$ cat src/sv/spi_mbe_pkg.sv
`timescale 1ns / 1ps
`default_nettype none

package spi_mbe_pkg;

  // Bus access carried with each tick
  typedef enum logic [1:0] {
    CmdTick       = 2'd0,
    CmdWrite      = 2'd1,
    CmdReadData   = 2'd2,
    CmdReadStatus = 2'd3
  } cmd_e;

  // Configuration register indexes
  localparam int unsigned CfgAddrW = 3;
  localparam int unsigned CfgDataW = 8;

  typedef enum logic [CfgAddrW-1:0] {
    CfgEnable    = 3'd0,
    CfgClockPol  = 3'd1,
    CfgClockPha  = 3'd2,
    CfgBaudExp   = 3'd3,
    CfgLsbFirst  = 3'd4
  } cfg_reg_e;

  localparam int unsigned ByteW    = 8;
  localparam int unsigned BaudExpW = 3;
  // Half-period counter; limit is 2^baud_exp, up to 128
  localparam int unsigned HalfCntW = 7;

  // Status word bit positions
  localparam int unsigned StatusTxeBit  = 0;
  localparam int unsigned StatusRxneBit = 1;
  localparam int unsigned StatusBusyBit = 2;

  typedef struct packed {
    logic                enable;
    logic                clock_polarity;
    logic                clock_phase;
    logic [BaudExpW-1:0] baud_exp;
    logic                lsb_first;
  } cfg_t;

  typedef struct packed {
    logic [ByteW-1:0] read_value;
    logic             sck;
    logic             mosi;
    logic             tx_empty;
    logic             rx_not_empty;
    logic             busy;
  } result_t;

endpackage

`default_nettype wire

$ cat src/sv/spi_mbe_engine.sv
`timescale 1ns / 1ps
`default_nettype none

// Bus access, load and bit engine for one tick. State advances on step_i;
// res_o shows the result word of the tick being stepped.
module spi_mbe_engine #(
  parameter int unsigned DATA_BITS = 8
) (
  input  wire logic                        clk_i,
  input  wire logic                        rst_ni,
  input  wire logic                        step_i,
  input  wire logic [1:0]                  command_i,
  input  wire logic [spi_mbe_pkg::ByteW-1:0] write_byte_i,
  input  wire logic                        miso_i,
  input  wire spi_mbe_pkg::cfg_t           cfg_i,
  output spi_mbe_pkg::result_t             res_o
);

  localparam int unsigned BitsW = $clog2(DATA_BITS);
  localparam int unsigned CntW  = spi_mbe_pkg::HalfCntW + 1;

  logic [DATA_BITS-1:0] tx_hold_q, tx_hold_d;
  logic                 tx_full_q, tx_full_d;
  logic [DATA_BITS-1:0] shifter_q, shifter_d;
  logic [BitsW-1:0]     bits_q, bits_d;
  logic [spi_mbe_pkg::HalfCntW-1:0] half_cnt_q, half_cnt_d;
  logic                 second_half_q, second_half_d;
  logic [DATA_BITS-1:0] rx_hold_q, rx_hold_d;
  logic                 rx_full_q, rx_full_d;
  logic                 sck_q, sck_d;
  logic                 shifting_q, shifting_d;
  logic                 mosi_q, mosi_d;

  logic [spi_mbe_pkg::ByteW-1:0] read_value;
  logic [DATA_BITS-1:0] shift_next;
  logic [DATA_BITS-1:0] done_word;
  logic [CntW-1:0]      cnt_inc;
  logic [CntW-1:0]      cnt_limit;
  logic                 out_bit_cur;
  logic                 out_bit_load;

  // Bit on the line for the current shifter and for a word just loaded
  assign out_bit_cur  = cfg_i.lsb_first ? shifter_q[0] : shifter_q[DATA_BITS-1];

  always_comb begin
    out_bit_load = cfg_i.lsb_first ? tx_hold_d[0] : tx_hold_d[DATA_BITS-1];
  end

  assign shift_next = cfg_i.lsb_first ? {miso_i, shifter_q[DATA_BITS-1:1]}
                                      : {shifter_q[DATA_BITS-2:0], miso_i};

  assign cnt_inc   = {1'b0, half_cnt_q} + CntW'(1);
  assign cnt_limit = CntW'(1) << cfg_i.baud_exp;
  assign done_word = cfg_i.clock_phase ? shift_next : shifter_q;

  always_comb begin
    tx_hold_d     = tx_hold_q;
    tx_full_d     = tx_full_q;
    shifter_d     = shifter_q;
    bits_d        = bits_q;
    half_cnt_d    = half_cnt_q;
    second_half_d = second_half_q;
    rx_hold_d     = rx_hold_q;
    rx_full_d     = rx_full_q;
    sck_d         = sck_q;
    shifting_d    = shifting_q;
    mosi_d        = mosi_q;
    read_value    = '0;

    // Bus access sees the state from before this tick
    case (spi_mbe_pkg::cmd_e'(command_i))
      spi_mbe_pkg::CmdWrite: begin
        if (!tx_full_q) begin
          tx_hold_d = DATA_BITS'(write_byte_i);
          tx_full_d = 1'b1;
        end
      end
      spi_mbe_pkg::CmdReadData: begin
        read_value = rx_hold_q[spi_mbe_pkg::ByteW-1:0];
        rx_full_d  = 1'b0;
      end
      spi_mbe_pkg::CmdReadStatus: begin
        read_value[spi_mbe_pkg::StatusBusyBit] = shifting_q;
        read_value[spi_mbe_pkg::StatusRxneBit] = rx_full_q;
        read_value[spi_mbe_pkg::StatusTxeBit]  = ~tx_full_q;
      end
      default: begin
      end
    endcase

    if (!shifting_q) begin
      sck_d = cfg_i.clock_polarity;
      if (cfg_i.enable && tx_full_d) begin
        shifter_d     = tx_hold_d;
        tx_full_d     = 1'b0;
        shifting_d    = 1'b1;
        bits_d        = '0;
        half_cnt_d    = '0;
        second_half_d = 1'b0;
        if (!cfg_i.clock_phase) begin
          mosi_d = out_bit_load;
        end
      end
    end else begin
      half_cnt_d = cnt_inc[spi_mbe_pkg::HalfCntW-1:0];
      if (cnt_inc >= cnt_limit) begin
        half_cnt_d = '0;
        sck_d      = ~sck_q;
        if (!second_half_q) begin
          // leading edge: sample (phase 0) or drive (phase 1)
          second_half_d = 1'b1;
          if (!cfg_i.clock_phase) begin
            shifter_d = shift_next;
          end else begin
            mosi_d = out_bit_cur;
          end
        end else begin
          // trailing edge: sample (phase 1) or drive the next bit (phase 0), count the bit
          second_half_d = 1'b0;
          shifter_d     = done_word;
          bits_d        = bits_q + BitsW'(1);
          if (bits_q == BitsW'(DATA_BITS - 1)) begin
            rx_hold_d  = done_word;
            rx_full_d  = 1'b1;
            shifting_d = 1'b0;
            bits_d     = '0;
            sck_d      = cfg_i.clock_polarity;
          end else if (!cfg_i.clock_phase) begin
            mosi_d = out_bit_cur;
          end
        end
      end
    end
  end

  always_comb begin
    res_o.read_value   = read_value;
    res_o.sck          = sck_d;
    res_o.mosi         = mosi_d;
    res_o.tx_empty     = ~tx_full_d;
    res_o.rx_not_empty = rx_full_d;
    res_o.busy         = shifting_d;
  end

  always_ff @(posedge clk_i or negedge rst_ni) begin
    if (!rst_ni) begin
      tx_hold_q     <= '0;
      tx_full_q     <= 1'b0;
      shifter_q     <= '0;
      bits_q        <= '0;
      half_cnt_q    <= '0;
      second_half_q <= 1'b0;
      rx_hold_q     <= '0;
      rx_full_q     <= 1'b0;
      sck_q         <= 1'b0;
      shifting_q    <= 1'b0;
      mosi_q        <= 1'b0;
    end else if (step_i) begin
      tx_hold_q     <= tx_hold_d;
      tx_full_q     <= tx_full_d;
      shifter_q     <= shifter_d;
      bits_q        <= bits_d;
      half_cnt_q    <= half_cnt_d;
      second_half_q <= second_half_d;
      rx_hold_q     <= rx_hold_d;
      rx_full_q     <= rx_full_d;
      sck_q         <= sck_d;
      shifting_q    <= shifting_d;
      mosi_q        <= mosi_d;
    end
  end

  // idle engine always rests at the start of a bit
  assert property (@(posedge clk_i) disable iff (!rst_ni)
    !shifting_q |-> (bits_q == '0) && !second_half_q)
    else $error("idle engine left mid-word");

  // a word only completes on a trailing edge
  assert property (@(posedge clk_i) disable iff (!rst_ni)
    step_i && shifting_q && !shifting_d |-> second_half_q)
    else $error("transfer ended outside a trailing edge");

endmodule

`default_nettype wire

$ cat src/sv/spi_master_byte_engine.sv
`timescale 1ns / 1ps
`default_nettype none

// Full-duplex SPI master, modes 0 to 3. Each input word is one peripheral
// clock tick plus an optional bus access (write data, read data, read
// status); each tick returns one result word with the read value and the
// SCK, MOSI and flag levels after that tick. The bit engine updates its
// state on acceptance and the result lands in one output register, so it
// appears the cycle after acceptance and a new tick is taken every cycle
// for as long as the output side takes results. The only stall comes from
// that output register when a result is held back. SCK toggles every
// 2^baud_exp ticks. Configuration is written through its own port (always
// ready) and should only change while no result is pending.
module spi_master_byte_engine #(
  parameter int unsigned DATA_BITS = 8
) (
  input  wire logic                              clk_i,
  input  wire logic                              rst_ni,
  // configuration writes
  input  wire logic                              cfg_valid_i,
  output      logic                              cfg_ready_o,
  input  wire logic [spi_mbe_pkg::CfgAddrW-1:0]  cfg_addr_i,
  input  wire logic [spi_mbe_pkg::CfgDataW-1:0]  cfg_data_i,
  // tick words
  input  wire logic                              in_valid_i,
  output      logic                              in_ready_o,
  input  wire logic [1:0]                        command_i,
  input  wire logic [spi_mbe_pkg::ByteW-1:0]     write_byte_i,
  input  wire logic                              miso_i,
  // result words
  output      logic                              out_valid_o,
  input  wire logic                              out_ready_i,
  output      logic [spi_mbe_pkg::ByteW-1:0]     read_value_o,
  output      logic                              sck_o,
  output      logic                              mosi_o,
  output      logic                              tx_empty_o,
  output      logic                              rx_not_empty_o,
  output      logic                              busy_res_o
);

  spi_mbe_pkg::cfg_t    cfg_q, cfg_d;
  spi_mbe_pkg::result_t res_next;
  spi_mbe_pkg::result_t res_q;
  logic                 out_valid_q, out_valid_d;
  logic                 in_fire;
  logic                 cfg_fire;

  // config port never stalls
  assign cfg_ready_o = 1'b1;
  assign cfg_fire    = cfg_valid_i & cfg_ready_o;

  always_comb begin
    cfg_d = cfg_q;
    if (cfg_fire) begin
      case (spi_mbe_pkg::cfg_reg_e'(cfg_addr_i))
        spi_mbe_pkg::CfgEnable:   cfg_d.enable         = cfg_data_i[0];
        spi_mbe_pkg::CfgClockPol: cfg_d.clock_polarity = cfg_data_i[0];
        spi_mbe_pkg::CfgClockPha: cfg_d.clock_phase    = cfg_data_i[0];
        spi_mbe_pkg::CfgBaudExp:
          cfg_d.baud_exp = cfg_data_i[spi_mbe_pkg::BaudExpW-1:0];
        spi_mbe_pkg::CfgLsbFirst: cfg_d.lsb_first      = cfg_data_i[0];
        default: begin
          // writes beyond the register list are dropped
        end
      endcase
    end
  end

  // Output register frees up when its word is taken in the same cycle
  assign in_ready_o = ~out_valid_q | out_ready_i;
  assign in_fire    = in_valid_i & in_ready_o;

  always_comb begin
    out_valid_d = out_valid_q;
    if (in_fire) begin
      out_valid_d = 1'b1;
    end else if (out_ready_i) begin
      out_valid_d = 1'b0;
    end
  end

  spi_mbe_engine #(
    .DATA_BITS (DATA_BITS)
  ) u_engine (
    .clk_i        (clk_i),
    .rst_ni       (rst_ni),
    .step_i       (in_fire),
    .command_i    (command_i),
    .write_byte_i (write_byte_i),
    .miso_i       (miso_i),
    .cfg_i        (cfg_q),
    .res_o        (res_next)
  );

  always_ff @(posedge clk_i or negedge rst_ni) begin
    if (!rst_ni) begin
      cfg_q       <= '0;
      out_valid_q <= 1'b0;
    end else begin
      cfg_q       <= cfg_d;
      out_valid_q <= out_valid_d;
    end
  end

  // result payload, no reset needed
  always_ff @(posedge clk_i) begin
    if (in_fire) begin
      res_q <= res_next;
    end
  end

  assign out_valid_o    = out_valid_q;
  assign read_value_o   = res_q.read_value;
  assign sck_o          = res_q.sck;
  assign mosi_o         = res_q.mosi;
  assign tx_empty_o     = res_q.tx_empty;
  assign rx_not_empty_o = res_q.rx_not_empty;
  assign busy_res_o     = res_q.busy;

  // every accepted tick leaves a result behind
  assert property (@(posedge clk_i) disable iff (!rst_ni)
    in_fire |=> out_valid_q)
    else $error("accepted tick produced no result");

  // input only stalls behind a held result
  assert property (@(posedge clk_i) disable iff (!rst_ni)
    !in_ready_o |-> out_valid_q && !out_ready_i)
    else $error("input stalled with free output register");

  // a result that is taken without a new tick empties the register
  assert property (@(posedge clk_i) disable iff (!rst_ni)
    out_valid_q && out_ready_i && !in_fire |=> !out_valid_q)
    else $error("result repeated after delivery");

endmodule

`default_nettype wire
$ cat config.mk
export PLATFORM = sky130hd
export DESIGN_NAME = spi_master_byte_engine
export DESIGN_NICKNAME = d
export VERILOG_FILES = /design/src/sv/spi_mbe_pkg.sv /design/src/sv/spi_mbe_engine.sv /design/src/sv/spi_master_byte_engine.sv
export SDC_FILE = /design/constraint.sdc
export NUM_CORES = 1
export LEC_CHECK = 0
export ABC_CLOCK_PERIOD_IN_PS = 8180
export BUFFER_PORTS_ARGS = -buffer_cell sky130_fd_sc_hd__buf_2
export CAP_MARGIN = 40
export CELL_PAD_IN_SITES_DETAIL_PLACEMENT = 1
export CELL_PAD_IN_SITES_GLOBAL_PLACEMENT = 1
export CORE_MARGIN = 5
export CORE_UTILIZATION = 50
export CTS_BUF_LIST = sky130_fd_sc_hd__clkbuf_4 sky130_fd_sc_hd__clkbuf_8 sky130_fd_sc_hd__clkbuf_16
export CTS_CLUSTER_SIZE = 30
export DETAILED_ROUTE_END_ITERATION = 8
export PLACE_DENSITY = 0.89
export SETUP_SLACK_MARGIN = 0.5
export SYNTH_ARGS = -nofsm -noshare
export SYNTH_HDL_FRONTEND = slang
export SYNTH_HIERARCHICAL = 1
export SYNTH_SLANG_ARGS = --single-unit
$ cat constraint.sdc
create_clock -name clk_i -period 8.18 [get_ports clk_i]
set_input_delay 1.636 -clock clk_i [delete_from_list [all_inputs] [get_ports clk_i]]
set_output_delay 1.636 -clock clk_i [all_outputs]
set_load 0.02 [all_outputs]
### Word-level counts from Yosys, hierarchy flattened

Cells that the tools add are included.

* register bits after elaboration: 61
* latch bits: 0
* memory bits (writable): 0
* ROM bits: 0
* bits of input ports: 27
* output and inout bits: 16
* word-level logic and storage cells: 110
* memories: 0

* add/subtract/negate cells: 2
* multipliers: 0
* divide/modulo/power cells: 0
* magnitude comparators: 1
* equal/unequal tests: 11
* shift-type cells: 1
* muxes and demuxes: 51
* bitwise logic cells: 6
* reductions and logical operators: 14

Operator list (count)
* two-way mux 8 bit: 9
* two-way mux 1 bit: 33
* two-way mux 7 bit: 3
* two-way mux 3 bit: 5
* AND reduction 2 bit: 6
* adder 7 x 1 -> 8 bit, second input constant: 1
* >= comparator 8 bit: 1
* AND reduction 4 bit: 2
* << shifter 1 x 3 -> 8 bit, first input constant: 1
* == test 3 x 2 -> 1 bit, second input constant: 2
* == test 3 bit, second input constant: 2
* one-hot mux 3 bit (2 select lines): 1
* AND reduction 5 bit: 1
* == test 2 bit, second input constant: 2
* inverter 1 bit: 4
* nonzero test 2 bit: 2
* adder 3 x 1 -> 3 bit, second input constant: 1
* == test 3 x 1 -> 1 bit, second input constant: 1
* logical NOT 3 bit: 1
* inequality test 3 x 2 -> 1 bit, second input constant: 1
* AND reduction 3 bit: 1
* == test 2 x 1 -> 1 bit, second input constant: 1
* inequality test 2 x 1 -> 1 bit, second input constant: 1
* inequality test 2 bit, second input constant: 1
* 3 further kinds: 3

### Logic depth before layout (Yosys ltp)

Gate-level depths: netlist of run 1.

* word-level depth: 6
* depth in mapped cells: 13
* depth with buffers taken out: 11

### Modules after synthesis

Netlist of run 1, hierarchy kept.

By module, submodules not included
* spi_mbe_engine: times used 1, cells an instance 272, area each 2657.5 µm², sequential area each 1001.0 µm²
* spi_master_byte_engine: times used 1, cells an instance 38, area each 772.0 µm², sequential area each 590.6 µm²

### Least setup slack after synthesis of run 1

OpenSTA, ideal clock, no wires.

* path kind: input-to-output
* start point: input out_ready_i
* end point: output in_ready_o
* data arrival time: 1.868 ns
* data required time: 6.544 ns
* slack: 4.676 ns
* stages on the path: 1
* buffers on the path: 0
* cell sequence: nand2b_1

* cells in the longest elaborated chain, start to end: 1

Ends and longest elaborated chain
* start: declaration: RTL line spi_master_byte_engine.sv:32 `input wire logic out_ready_i,`
* bitwise OR 1 bit: RTL line spi_master_byte_engine.sv:70 `assign in_ready_o = ~out_valid_q | out_ready_i;`
* end: declaration: RTL line spi_master_byte_engine.sv:26 `output logic in_ready_o,`

No other way between the ends.

### Worst setup path after layout of run 1

Ends and elaborated chain as after synthesis.

==> metrics, run 1 <==
Most used DFF post-synth dfrtp_1; Tmin final approximately 3.7 ns; crit path to in_ready_o; Initial Util 51.04%; Clk network pwr share between 20% and 30%; Max stage delay on crit path about 0.17 ns; die span in x between 90 and 100 um; Mapped Area 3430 um^2; most common cell in the netlist dfrtp_1; # fillers about 740; dpl ws roughly 4.5 ns; hold_sp u_engine/tx_hold_q[7]$_DFFE_PN0P_; Sequential Power Share 39.2%; Setup TNS 0 ns; Top cell by count, worst path buf_2; worst-skew pair later-pin latency roughly 0.34 ns; worst-margin pin slew between 0.7 and 0.8 ns; Clock Tree Buf Depth 2; layout cells sized above 1 a little over a quarter; DRT Pass-1 Iters 4; maximum vdd drop ~140 uV; syn nets between 300 and 400; total CTS buffers 9; skew final around 0.0066 ns; Post-synth EDFFs 13; outcome complete, no violations; largest net degree at the start of global routing 37; slew margin rel. 46.93%; Final Cycle Share between 40% and 50%; overall via count from detail_route about 2,500; GRT Total Usage roughly a fifth; # setup viols final 0; sequential share of the synthesized area around 46%; WP data required around 6.5 ns; hold slack 0.5117 ns; post-DP HPWL ~5500 um; largest family of logic cells by synthesized area simple AND/OR/NAND/NOR gates; Synth Area in Compound Gates 10.40%; worst r2r path cells 11; WP data arrival 2.05 ns; critical setup path kind input port to output port; CP Launch Type input port; MaxCap Viol Count 0; Post-CTS Setup Bufs 0; DR vias/cell 5.913; total core area 6719 um^2; CP Launch Point out_ready_i; I/O Buffers 36; leakage power about 1.7 nW; Pins Over Slew Limit 0; Comb power frac approximately 41%; Inst Count DP just over 400; Post-Synth Adder-Cell Area about 4.0%; critical path fanouts, max 3; root buffer cell clkbuf_8; nets@finish 380; number of nets with antenna violations after routing 0; wire per inst around 19 um; post-synthesis mux area share around 16%; r2r setup slk around 4.7 ns; asr flop ratio synth about four fifths; NetSw roughly 0.00054 W; # IOs 43; design area between 3000 and 4000 um^2; n_diodes 0; final worst slack 4.496 ns; Pint 0.0008320 W; final non-filler cell total about 430; CTS sink count 61; Distinct cells, synth 55; Crit path max-delay family buffers and inverters; num rows 30; drt total wl between 8000 and 9000 um; Post-synth top cells dfrtp_1 (48), nand2_1 (28), mux2i_1 (25); syn_area_per_cell between 10 and 15 um^2; post-synthesis xor/xnor area fraction approximately 1.5%; dpl cell area 3641 um^2; # resized after CTS 0; hold crit path type flip-flop to flip-flop; area grow syn2layout 12.19%; RSZ-0062 raised after global routing no; worst-path cell chain buf_2 -> nand2b_1 -> buf_2; Die H 92.82 um; share of the synthesized area in the top cell type 35.02%; Final GP Congestion approximately 0.75; remaining routing DRC violations 0; #FFs+latches synth slightly above 60; Max Fclk about 0.27 GHz; Mapped Cells 310; DIE AREA 8616 um^2; PwrDens 356.8 nW/um^2; clock slew seen by the registers of the worst setup and hold paths roughly 0.07 ns; Worst path slowest cell buf_2; Worst R2R End u_engine/rx_hold_q[3]$_DFFE_PN0P_; yosys warns 6; CP Depth 3; initial antenna violation count 0; Crit. End Element output port; Remaining Overflow, GRT 0; Worst Path Buf+Inv 2; vias in the first global route ~2,600; Sw Share 39.40%; CTS tree built; CTS Hold Bufs 0; largest area contributor in the synthesized netlist dfrtp_1; most area-consuming cells after synthesis dfrtp_1 (35%), edfxtp_1 (11%), mux2i_1 (7.3%); H-tree lvl count 3; DRT iter0 DRCs 128; first-pass GRT wire length between 10,000 and 15,000 um; final hold violation count 0; Post-Synth Simple-Gate Area approximately 17%; R2R Path Start u_engine/half_cnt_q[0]$_DFFE_PN0P_
[cell families (layout without fill, tap and decap cells)]
kind of cell,after synthesis,count (layout)
and+or+nand+nor,103,103
xor gates and xnor gates,6,6
DFF,61,61
other,1,1
adders and majority gates,11,11
muxes,49,49
buffers and inverters,34,71
AOI/OAI and AO/OA,45,45
[power groups by stage]
stage,combinational (W),sequential [W],clock (W)
6_report,0.000556,0.000538,0.000279
5_1_grt,0.000608,0.000551,0.000299
4_1_cts,0.000556,0.000536,0.000284
3_5_place_dp,0.000544,0.000539,0
3_3_place_gp,0.000500,0.000528,0
2_1_floorplan,0.000447,0.000505,0
[per-layer routing]
metal | part of all wire, % | track usage [%]
met5 | 0 | 0
met4 | 0.98 | 7.692
met3 | 3.7 | 3.412
met2 | 50 | 31.79
met1 | 46 | 25.64
[through the flow]
stage / power (W) / utilization, %
floorplan: 0.0009520 / -
global placement: 0.001028 / 53.78
detailed placement: 0.001083 / 54.19
CTS: 0.001376 / 57.26
global route: 0.001458 / 57.26
finish: 0.001373 / 57.26
[placed cells by master (no fill, tap or decap), types with 3 or more instances in the layout]
master	netlist	routed
a21oi_1	7	7
a31oi_1	3	3
a32o_1	5	5
and2_1	9	9
and3_1	5	5
and4bb_1	3	3
buf_2	7	36
clkbuf_8	0	11
dfrtp_1	48	48
edfxtp_1	13	13
ha_1	11	11
inv_1	16	16
mux2_2	21	21
mux2_4	3	3
mux2i_1	25	25
nand2_1	28	28
nand2b_1	3	3
nand3_1	15	15
nand3b_1	3	3
nand4_1	3	3
nor2_1	9	9
nor2b_1	7	7
nor3_1	3	3
o211ai_1	3	3
o21ai_0	5	5
o221a_2	8	8
o22ai_1	3	3
xnor2_1	4	4
[state kept, by name (all words and copies together) (netlist names), 3 cells and up]
name	count
u_engine/tx_hold_q	8
u_engine/half_cnt_q	7
u_engine/shifter_q	8
u_engine/rx_hold_q	8
u_engine/bits_q	3
read_value_o	8
cfg_q	7
[worst min-delay path by stage]
stage	depth (start not counted)	to	slack (ns)
final	1	u_engine/tx_hold_q[7]$_DFFE_PN0P_	0.51
after global routing	1	u_engine/tx_hold_q[7]$_DFFE_PN0P_	0.53
after CTS	1	u_engine/tx_hold_q[1]$_DFFE_PN0P_	0.51
after detailed placement	1	u_engine/tx_hold_q[1]$_DFFE_PN0P_	0.50
after global placement	1	u_engine/tx_hold_q[6]$_DFFE_PN0P_	0.49
after floorplan	1	cfg_q[0]$_DFFE_PN0P_	0.48
[final cells by class]
| type | instances | area [um^2] | area share (%) |
|---|---|---|---|
| multi-input combinational | 215 | 1674 | 43.51 |
| sequential | 61 | 1592 | 41.37 |
| timing repair buffer | 39 | 215.2 | 5.593 |
| clock buffer | 12 | 158.9 | 4.130 |
| tap | 80 | 100.1 | 2.602 |
| inverter | 16 | 60.06 | 1.561 |
| clock inverter | 4 | 47.55 | 1.236 |
Power figures use the tool's default switching activity.
==> inputs of run 2 (changes only) <==
--- a/config.mk
+++ b/config.mk
@@ -5,17 +5,18 @@
 export SDC_FILE = /design/constraint.sdc
 export NUM_CORES = 1
 export LEC_CHECK = 0
-export ABC_CLOCK_PERIOD_IN_PS = 8180
+export ABC_AREA = 1
+export ABC_CLOCK_PERIOD_IN_PS = 3350
 export BUFFER_PORTS_ARGS = -buffer_cell sky130_fd_sc_hd__buf_2
 export CAP_MARGIN = 40
 export CELL_PAD_IN_SITES_DETAIL_PLACEMENT = 1
 export CELL_PAD_IN_SITES_GLOBAL_PLACEMENT = 1
 export CORE_MARGIN = 5
-export CORE_UTILIZATION = 50
+export CORE_UTILIZATION = 39
 export CTS_BUF_LIST = sky130_fd_sc_hd__clkbuf_4 sky130_fd_sc_hd__clkbuf_8 sky130_fd_sc_hd__clkbuf_16
 export CTS_CLUSTER_SIZE = 30
 export DETAILED_ROUTE_END_ITERATION = 8
-export PLACE_DENSITY = 0.89
+export PLACE_DENSITY = 0.8
 export SETUP_SLACK_MARGIN = 0.5
 export SYNTH_ARGS = -nofsm -noshare
 export SYNTH_HDL_FRONTEND = slang
==> constraint.sdc (replaced) <==
create_clock -name clk_i -period 3.35 [get_ports clk_i]
set_input_delay 0.67 -clock clk_i [delete_from_list [all_inputs] [get_ports clk_i]]
set_output_delay 0.67 -clock clk_i [all_outputs]
set_load 0.02 [all_outputs]
==> metrics, run 2 <==
Pins Over Slew Limit 0 (unchanged); total CTS buffers 9 (unchanged); met1 GRT Util 20.47% (-5.2 points); PwrDens 703.5 nW/um^2 (+97%); post-DP HPWL 6905 um (+26%); most common cell in the netlist nand2_1; maximum vdd drop 284.7 uV (+110%); remaining routing DRC violations 0 (unchanged); # setup viols final 0 (unchanged); asr flop ratio synth 78.69% (unchanged); syn nets 507 (+46%); Final Cycle Share between 70% and 80%; WP data arrival 2.89 ns (+0.84 ns); area grow syn2layout 13.07%; syn_area_per_cell 7.531 um^2 (-32%); Post-synth top cells nand2_1 (164), inv_1 (58), dfrtp_1 (48); worst-margin pin slew 0.6495 ns (-0.1466 ns); met2 Use GR 30.22% (-1.6 points); met3 Use GR 4.994% (+1.6 points); final worst slack 0.6935 ns (-3.803 ns); initial antenna violation count 0 (unchanged); DIE AREA 11,060 um^2 (+28%); leakage power 2.060 nW (+22%); worst r2r path cells 16 (+5); commonest non-fill, non-tap cell in the layout nand2_1; WP data required 3.59 ns (-2.95 ns); Remaining Overflow, GRT 0 (unchanged); share of the synthesized area in the top cell type 34.01% (-1.0 points); Final GP Congestion 0.8219 (+9.1%); I/O Buffers 36 (unchanged); DRT Pass-1 Iters 4 (unchanged); DR vias/cell 5.100 (-14%); Clock Tree Buf Depth 2 (unchanged); worst-skew pair later-pin latency 0.35 ns (about the same); Top cell by count, worst path nand2_1; critical path fanouts, max 5 (+2); hold crit path type input port to async pin; first-pass GRT wire length 15,530 um (+19%); Mapped Cells 469 (+51%); Setup TNS 0 ns (unchanged); final hold violation count 0 (unchanged); #FFs+latches synth 61 (unchanged); CP Launch Type flip-flop; MaxCap Viol Count 0 (unchanged); skew final 0.007535 ns (+0.0009379 ns); GR peak layer met2; Mapped Area 3532 um^2 (+3.0%); root buffer cell clkbuf_8; Max Fclk between 0.3 and 0.4 GHz; Most used DFF post-synth dfrtp_1; Crit. End Element flip-flop; total power 0.002810 W (+100%); vias in the first global route 3,294 (+28%); H-tree lvl count 3 (unchanged); most area-consuming cells after synthesis dfrtp_1 (34%), nand2_1 (17%), edfxtp_1 (11%); most frequent cells in the layout nand2_1 (164), inv_1 (58), dfrtp_1 (48), nand3_1 (42), buf_2 (36); Tmin final roughly 2.7 ns; clock slew seen by the registers of the worst setup and hold paths 0.07 ns (about the same); largest area contributor in the synthesized netlist dfrtp_1; overall via count from detail_route 3,152 (+25%); # IOs 43 (unchanged); drt total wl 9334 um (+16%); Post-synth EDFFs 13 (unchanged); sequential share of the synthesized area 45.06% (-1.3 points); worst-path cell chain ha_1 -> nand3_1 -> nor2_1 -> nand2_1 -> xor2_1 -> inv_1 -> ha_1 -> nand2_1 -> nor2_1 -> nand2_2 -> nand2_2 -> nand2_1 -> nor2_4 -> nand2_1 -> nand2_1 -> nand2_1; number of nets with antenna violations after routing 0 (unchanged); total core area 8763 um^2 (+30%); CTS tree built; largest net degree at the start of global routing 29 (-22%); GRT Total Usage 17.28% (-2.2 points); CTS sink count 61 (unchanged); slew margin rel. 56.54% (+9.6 points); Initial Util 40.31% (-11 points); DRT iter0 DRCs 119 (-7.0%); Max stage delay on crit path 0.41 ns (+0.24 ns); wire per inst 15.10 um (-20%); Worst path slowest cell dfrtp_1; RSZ-0062 raised after global routing yes; layout cells sized above 1 14.90% (-12 points); yosys warns 6 (unchanged); Die H 105.2 um (+13%); Distinct cells, synth 34 (-38%); outcome complete, no violations; dpl ws 0.7314 ns (-3.756 ns); n_diodes 0 (unchanged); critical setup path kind flip-flop to flip-flop; num rows 34 (+13%); die span in x 105.2 um (+13%); nets@finish 543 (+43%); Layout Utilization 45.57% (-12 points)
==> run 2: repair_timing <==
action / CTS / global route
hold buffers: 0 / 0
setup endpoints to repair: 0 / 21
resized for setup: 0 / 4
setup buffers: 0 / 1
==> run 2: through the flow <==
stage	hold slack, ns	area, um^2	std cells
4_1_cts	0.3170	3968	616
3_5_place_dp	0.4593	3795	600
5_1_grt	0.3421	3994	618
3_3_place_gp	0.4581	3775	599
2_1_floorplan	0.3744	3532	469
6_report	0.3019	3994	618
==> run 2: per-layer routing <==
| layer | vias to the layer above | part of all wire, % |
|---|---|---|
| met2 | 51 | 51 |
| met4 | 0 | 1.3 |
| li1 | 1569 | - |
| met3 | 12 | 3.8 |
| met1 | 1520 | 44 |
| met5 | - | 0 |
==> run 2: cells by family after synthesis <==
| kind of cell | after synthesis | synth area share [%] |
|---|---|---|
| compound gates | 55 | 9.210 |
| other cells | 1 | 0.1062 |
| flops | 61 | 45.06 |
| xor+xnor | 4 | 0.9918 |
| fa+ha+maj | 11 | 3.897 |
| buf+inv | 78 | 9.104 |
| simple gates | 259 | 31.63 |
==> run 2: final timing paths <==
kind                                               startpoint                            endpoint  slack [ns]
setup / recovery           u_engine/half_cnt_q[0]$_DFFE_PN0P_   u_engine/rx_hold_q[1]$_DFFE_PN0P_        0.69
hold / removal                                         rst_ni  u_engine/half_cnt_q[1]$_DFFE_PN0P_        0.30
setup reg to reg           u_engine/half_cnt_q[0]$_DFFE_PN0P_   u_engine/rx_hold_q[1]$_DFFE_PN0P_        0.69
hold reg to reg             u_engine/rx_hold_q[5]$_DFFE_PN0P_   u_engine/rx_hold_q[5]$_DFFE_PN0P_        0.47
max in group asynchronous                              rst_ni   u_engine/rx_hold_q[1]$_DFFE_PN0P_        2.51
min in group clk_i          u_engine/rx_hold_q[5]$_DFFE_PN0P_   u_engine/rx_hold_q[5]$_DFFE_PN0P_        0.47
==> run 2: critical path, delay by kind of cell, from the launching register on <==
kind,cells,cell delay (ns)
buf+inv,1,0.07
xor+xnor,1,0.19
flops,1,0.41
fa+ha+maj,2,0.47
simple gates,12,1.40
==> run 2: final cells by class <==
type                            instances  area, um^2
Multi-Input combinational cell        331        1642
Clock buffer                           11       145.1
Clock inverter                          5       27.53
Timing Repair Buffer                   39       215.2
Tap cell                              108       135.1
Fill cell                            1105        4770
Sequential cell                        61        1592
Inverter                               63       237.7
==> run 2: power by group <==
part | internal, W | switching, W
clock | 0.000291 | 0.000300
sequential | 0.000938 | 0.000143
combinational | 0.000369 | 0.000768
